--- src/crt_pkg.sv ---
`default_nettype none

package crt_pkg;

  // Defaults for the top-level parameters
  localparam int SYMBOL_ENTRIES_DEF = 256;
  localparam int STACK_ENTRIES_DEF  = 128;
  localparam int ADDRESS_BITS_DEF   = 32;

  // Fixed field widths
  localparam int COUNT_W  = 9;
  localparam int INDEX_W  = 8;
  localparam int FIELD_W  = 32;
  localparam int KIND_W   = 3;
  localparam int REPORT_W = 8;

  // Input word layout, lowest bit first
  localparam int IN_TDATA_W    = 144;
  localparam int OFF_INDEX     = 0;
  localparam int OFF_START     = OFF_INDEX + INDEX_W;
  localparam int OFF_LENGTH    = OFF_START + FIELD_W;
  localparam int OFF_IS_FUNC   = OFF_LENGTH + FIELD_W;
  localparam int OFF_CUR_PC    = OFF_IS_FUNC + 1;
  localparam int OFF_TARGET_PC = OFF_CUR_PC + FIELD_W;

  // Output word layout
  localparam int OUT_TDATA_W = 3 * REPORT_W;

  // Input opcodes carried in tuser
  localparam logic OP_LOAD     = 1'b0;
  localparam logic OP_TRANSFER = 1'b1;

  typedef enum logic [KIND_W-1:0] {
    EV_NONE      = 3'd0,
    EV_CALL      = 3'd1,
    EV_RETURN    = 3'd2,
    EV_OVERFLOW  = 3'd3,
    EV_UNMATCHED = 3'd4
  } event_kind_t;

  typedef enum logic [2:0] {
    S_IDLE,
    S_SCAN,
    S_CLASS,
    S_POP,
    S_EMIT
  } state_t;

endpackage

`default_nettype wire

--- src/crt_range_unit.sv ---
`default_nettype none

// Shared address compare: key lies in [base, base + len).
// An equality test is the same check with len = 1.
module crt_range_unit #(
  parameter int ADDRESS_BITS = crt_pkg::ADDRESS_BITS_DEF
) (
  input  wire logic [ADDRESS_BITS-1:0]     key,
  input  wire logic [ADDRESS_BITS-1:0]     base,
  input  wire logic [crt_pkg::FIELD_W-1:0] len,
  output logic                             hit
);

  localparam int CW = (ADDRESS_BITS > crt_pkg::FIELD_W) ? ADDRESS_BITS : crt_pkg::FIELD_W;

  logic [ADDRESS_BITS-1:0] diff;
  logic [CW-1:0]           diff_w;
  logic [CW-1:0]           len_w;

  // offset into the range; only meaningful when key >= base
  always_comb begin
    diff   = key - base;
    diff_w = CW'(diff);
    len_w  = CW'(len);
    hit    = (key >= base) && (diff_w < len_w);
  end

endmodule

`default_nettype wire

--- config.mk ---
export PLATFORM = sky130hd
export DESIGN_NAME = crt_range_unit
export DESIGN_NICKNAME = d
export VERILOG_FILES = /design/src/crt_pkg.sv /design/src/crt_range_unit.sv
export SDC_FILE = /design/constraint.sdc
export NUM_CORES = 1
export LEC_CHECK = 0
export BUFFER_PORTS_ARGS = -buffer_cell sky130_fd_sc_hd__buf_2
export CORE_MARGIN = 4
export CORE_UTILIZATION = 25
export DETAILED_ROUTE_END_ITERATION = 12
export SETUP_SLACK_MARGIN = 0.5
export SLEW_MARGIN = 0
export SYNTH_ARGS = -nofsm -noshare
export SYNTH_HDL_FRONTEND = slang
export SYNTH_SLANG_ARGS = --single-unit
--- constraint.sdc ---
create_clock -name vclk -period 12.2
set_input_delay 3.66 -clock vclk [all_inputs]
set_output_delay 3.66 -clock vclk [all_outputs]
set_load 0.05 [all_outputs]
Word level (Yosys, flattened, before mapping)
Cells that the tools add are included.
{"block": "word_totals", "ff_bits": 0, "wordCells": 4}
{"block": "op_classes", "add_sub_neg": 1, "magnitude_cmp": 2, "n_reduce_logical": 1}
{"operator": "greater-or-equal comparator 32 bit", "count": 1}
{"operator": "less-than comparator 32 bit", "count": 1}
{"operator": "subtractor 32 bit", "count": 1}
{"operator": "logical AND 1 bit", "count": 1}

Depth between registers and ports, before layout
{"block": "logic_depth", "word_depth": 3, "ltp_mapped": 19, "ltp_nobuf": 18}

Least setup slack after synthesis
No wires, ideal clock.
{"block": "synth_timing", "path_kind": "input port to output port", "start": "input base[3]", "end": "output hit", "arrival_time_ps": 6834, "path_slack_ps": 1706, "path_stages": 18, "path_cell_list": "inv_1 ha_1 a21o_1 a21oi_2 a21oi_1 or3_1 a21oi_2 a21oi_2 o21a_1 nor2_1 xnor2_1 ha_1 a21o_1 a21o_1 a21oi_1 o211ai_1 a21oi_1 o221a_1"}
{"block": "synth_between", "elab_chain_len": 3, "elab_cells_between_ends": 4}
{"element": "start: declaration", "line": "crt_range_unit.sv:9", "rtl": "input wire logic [ADDRESS_BITS-1:0] base,"}
{"element": "subtractor 32 bit", "line": "crt_range_unit.sv:22", "rtl": "diff = key - base;"}
{"element": "less-than comparator 32 bit", "line": "crt_range_unit.sv:25", "rtl": "hit = (key >= base) && (diff_w < len_w);"}
{"element": "logical AND 1 bit (*)", "line": "crt_range_unit.sv:25"}
{"element": "end: declaration", "line": "crt_range_unit.sv:11", "rtl": "output logic hit"}
Every way passes the cells marked *; elsewhere a longest branch is shown, timed or not.

Worst setup path in the final report
{"block": "layout_timing", "start": "input key[0]", "end": "output hit"}
{"block": "layout_between", "elab_chain_len": 3, "elab_cells_between_ends": 4}
{"element": "start: declaration", "line": "crt_range_unit.sv:8", "rtl": "input wire logic [ADDRESS_BITS-1:0] key,"}
{"element": "subtractor 32 bit", "line": "crt_range_unit.sv:22"}
{"element": "less-than comparator 32 bit", "line": "crt_range_unit.sv:25"}
{"element": "logical AND 1 bit (*)", "line": "crt_range_unit.sv:25"}
Marks and branches as above.

==> impl_metrics.py <==
metrics = {
    "synthesis": {
        "postSynthAreaPerCell_um2": 7.14,
        "yosys.area.top_type_share_pct": 30.1,
        "yosys.area.top_type": "ha_1",
        "ys_types": 53,
        "synthesis.area_mm2": 0.00262,
        "yosysWarningCount": 0,
        "synth.net_count": 527,
        "ys_seq_area_share_pct": 0,
        "synthCells": 367,
        "netlist_top_cells_area": "ha_1 (30%), inv_1 (9.9%), a21o_1 (8.9%)",
    },
    "clock_tree": {
        "post_cts_buffers": 0,
        "cts-resized-gates": 0,
        "ctsHoldBuffers": 0,
    },
    "power_and_ir_drop": {
        "p_int_mw": 0.0815,
        "p_per_area_mw_per_mm2": 54.6,
        "vdd_drop_max_uv": 11.6,
        "swShare_pct": 53.2,
        "pwr-share-comb_pct": 100.0,
        "seq_power_share_pct": 0,
        "leakage_nw": 1.86,
        "power_switching_mw": 0.0925,
        "power_mw": 0.174,
        "clkPwrFrac_pct": 0,
    },
    "floorplan": {
        "die-area_mm2": 0.0122,
        "die_h_um": 110,
        "fp.dieW_um": 110,
        "io_pins": 97,
        "num_rows": 37,
        "core-area_mm2": 0.0103,
        "floorplan.initialDensity_pct": 25.5,
    },
    "placement": {
        "hpwlAfterDp_um": 6770,
        "place_area_mm2": 0.00319,
        "dp_cells": 590,
        "gp_congestion": 0.876,
        "port_buffers": 97,
        "preCtsSetupSlack_ns": 1.37,
    },
    "timing": {
        "worst_slew_pin_slew_ns": 0.421,
        "period_minus_slack_ns": 10.83,
        "rsz0062_at_grt": "false",
        "finalSetupTns_ns": 0,
        "drv_slew": 0,
        "relSlewSlack_pct": 71.7,
        "setup_viol": 0,
        "clock.fmax_mhz": 92.3,
        "hold_viol": 0,
        "worst_slack_ns": 1.37,
        "min_period_over_period_pct": 88.8,
    },
    "finish": {
        "fin_area_mm2": 0.00319,
        "nets": 616,
        "antenna_cells": 0,
        "fill_cells": 1194,
        "areaGrowthSynthToFinish_pct": 21.7,
        "drive_gt1_share_pct": 24.0,
        "seq_cells": 0,
        "stdcell_count": 590,
        "nClkBuffers": 0,
        "seqCellArea_um2": 0,
    },
    "route": {
        "ant_nets": 0,
        "firstDrtPassIters": 4,
        "routed_wl_um": 7380,
        "drt_iter0_markers": 91,
        "remaining_drc_errors": 0,
        "via_count": 2735,
        "wl_per_cell_um": 12.5,
        "vias_per_cell": 4.64,
    },
    "worst_setup_path": {
        "crit_fanout": 3,
        "arrival_ns": 7.17,
        "start_kind": "input pin",
        "criticalPathCategory": "in2out",
        "setup.worst_path.end_class": "output port",
        "crit_required_ns": 8.54,
    },
    "global_routing": {
        "antenna_found_initial": 0,
        "track_usage_pct": 11.4,
        "grt_overflow": 0,
        "first_global_vias": 2723,
        "grt_max_degree": 10,
        "grt_pass1_wl_um": 11600,
    },
    "job": {
        "maxCapViolations": 0,
    },
    "worst_hold_path": {
        "hp-class": "in2out",
    },
    "status": {
        "status": "finished clean",
    },
}
-- path summary, 6_finish.rpt --
kind | from | endpoint | slack [ns] | cells after the start
max | key[0] | hit | 1.37 | 20
min | len[31] | hit | 7.96 | 6
-- worst max-delay path, stage by stage --
cell and delay [ns]:
buf_2 0.08, inv_1 0.03, ha_1 0.21, fa_1 0.42
nor2b_1 0.13, o21a_1 0.13, o21ai_1 0.08, a21oi_1 0.27
o211ai_1 0.17, a21oi_1 0.25, a21oi_1 0.15, o21bai_1 0.18
xnor2_1 0.14, ha_1 0.26, a21o_1 0.16, a21oi_1 0.18
o211ai_1 0.11, a21oi_1 0.12, o221a_1 0.19, buf_2 0.26
-- per-stage QoR --
step	hold slack [ns]	utilization, %
3_5_place_dp	7.97	31.0
2_1_floorplan	7.79	-
6_report	7.96	31.0
3_3_place_gp	7.97	31.0
5_1_grt	7.99	31.0
4_1_cts	7.97	31.0
-- power groups by stage --
stage | registers (mW) | logic, mW | clock network [mW]
3_3_place_gp | 0 | 0.170 | 0
4_1_cts | 0 | 0.175 | 0
3_5_place_dp | 0 | 0.174 | 0
5_1_grt | 0 | 0.196 | 0
2_1_floorplan | 0 | 0.131 | 0
6_report | 0 | 0.174 | 0
-- cell usage in the layout (no fill, tap or decap), drive strengths merged, types with 2 or more instances in the layout --
master   count
a211oi       2
a21o        32
a21oi       41
a31oi        3
and2         2
and3         4
buf         97
ha          63
inv         69
nand2       12
nand2b       4
nand3        6
nand4       15
nor2        15
nor2b        5
nor3         2
nor3b        2
o2111ai      2
o211ai       4
o21a         7
o21ai       16
o21bai       6
or2          2
xnor2       20
xor2         9
-- cells in the mapped netlist, types with 2 or more instances --
cell type	instances
a31oi_1	3
ha_1	63
nand2b_1	4
and2_1	2
nand3_1	5
o21a_1	7
clkbuf_1	4
a21o_1	31
xor2_1	9
nand4_1	15
nor2_1	15
o21bai_1	6
a211oi_1	2
o2111ai_1	2
nand2_1	12
o21ai_0	10
a21oi_1	38
a21oi_2	3
nor3_1	2
xnor2_1	20
o21ai_1	5
and3_1	3
o211ai_1	3
buf_2	2
inv_1	69
nor2b_1	5
-- cells by family (layout without fill, tap and decap cells) --
logic type                 Yosys count  in the layout  share of synthesized area, %
and+or+nand+nor                     73             73                          15.1
buffers and inverters               79            166                          13.2
xor gates and xnor gates            29             29                          9.70
adders and majority gates           64             64                          30.9
AOI/OAI and AO/OA                  122            122                          31.1
-- layer usage --
| layer | wire [µm] | up-vias | part of all wire [%] | GRT usage (%) |
|---|---|---|---|---|
| li1 | - | 1464 | - | - |
| met1 | 3400 | 1234 | 46 | 15.1 |
| met2 | 3760 | 37 | 51 | 21.7 |
| met3 | 224 | 0 | 3.0 | 0.699 |
| met4 | 0 | 0 | 0 | 0 |
| met5 | 0 | - | 0 | 0 |
-- final cells by class --
type | count | area [µm²] | area share (%)
multi-input combinational | 288 | 2270 | 71.3
tap | 136 | 170 | 5.34
inverter | 69 | 259 | 8.12
timing repair buffer | 97 | 485 | 15.2
Power figures use the tool's default switching activity.
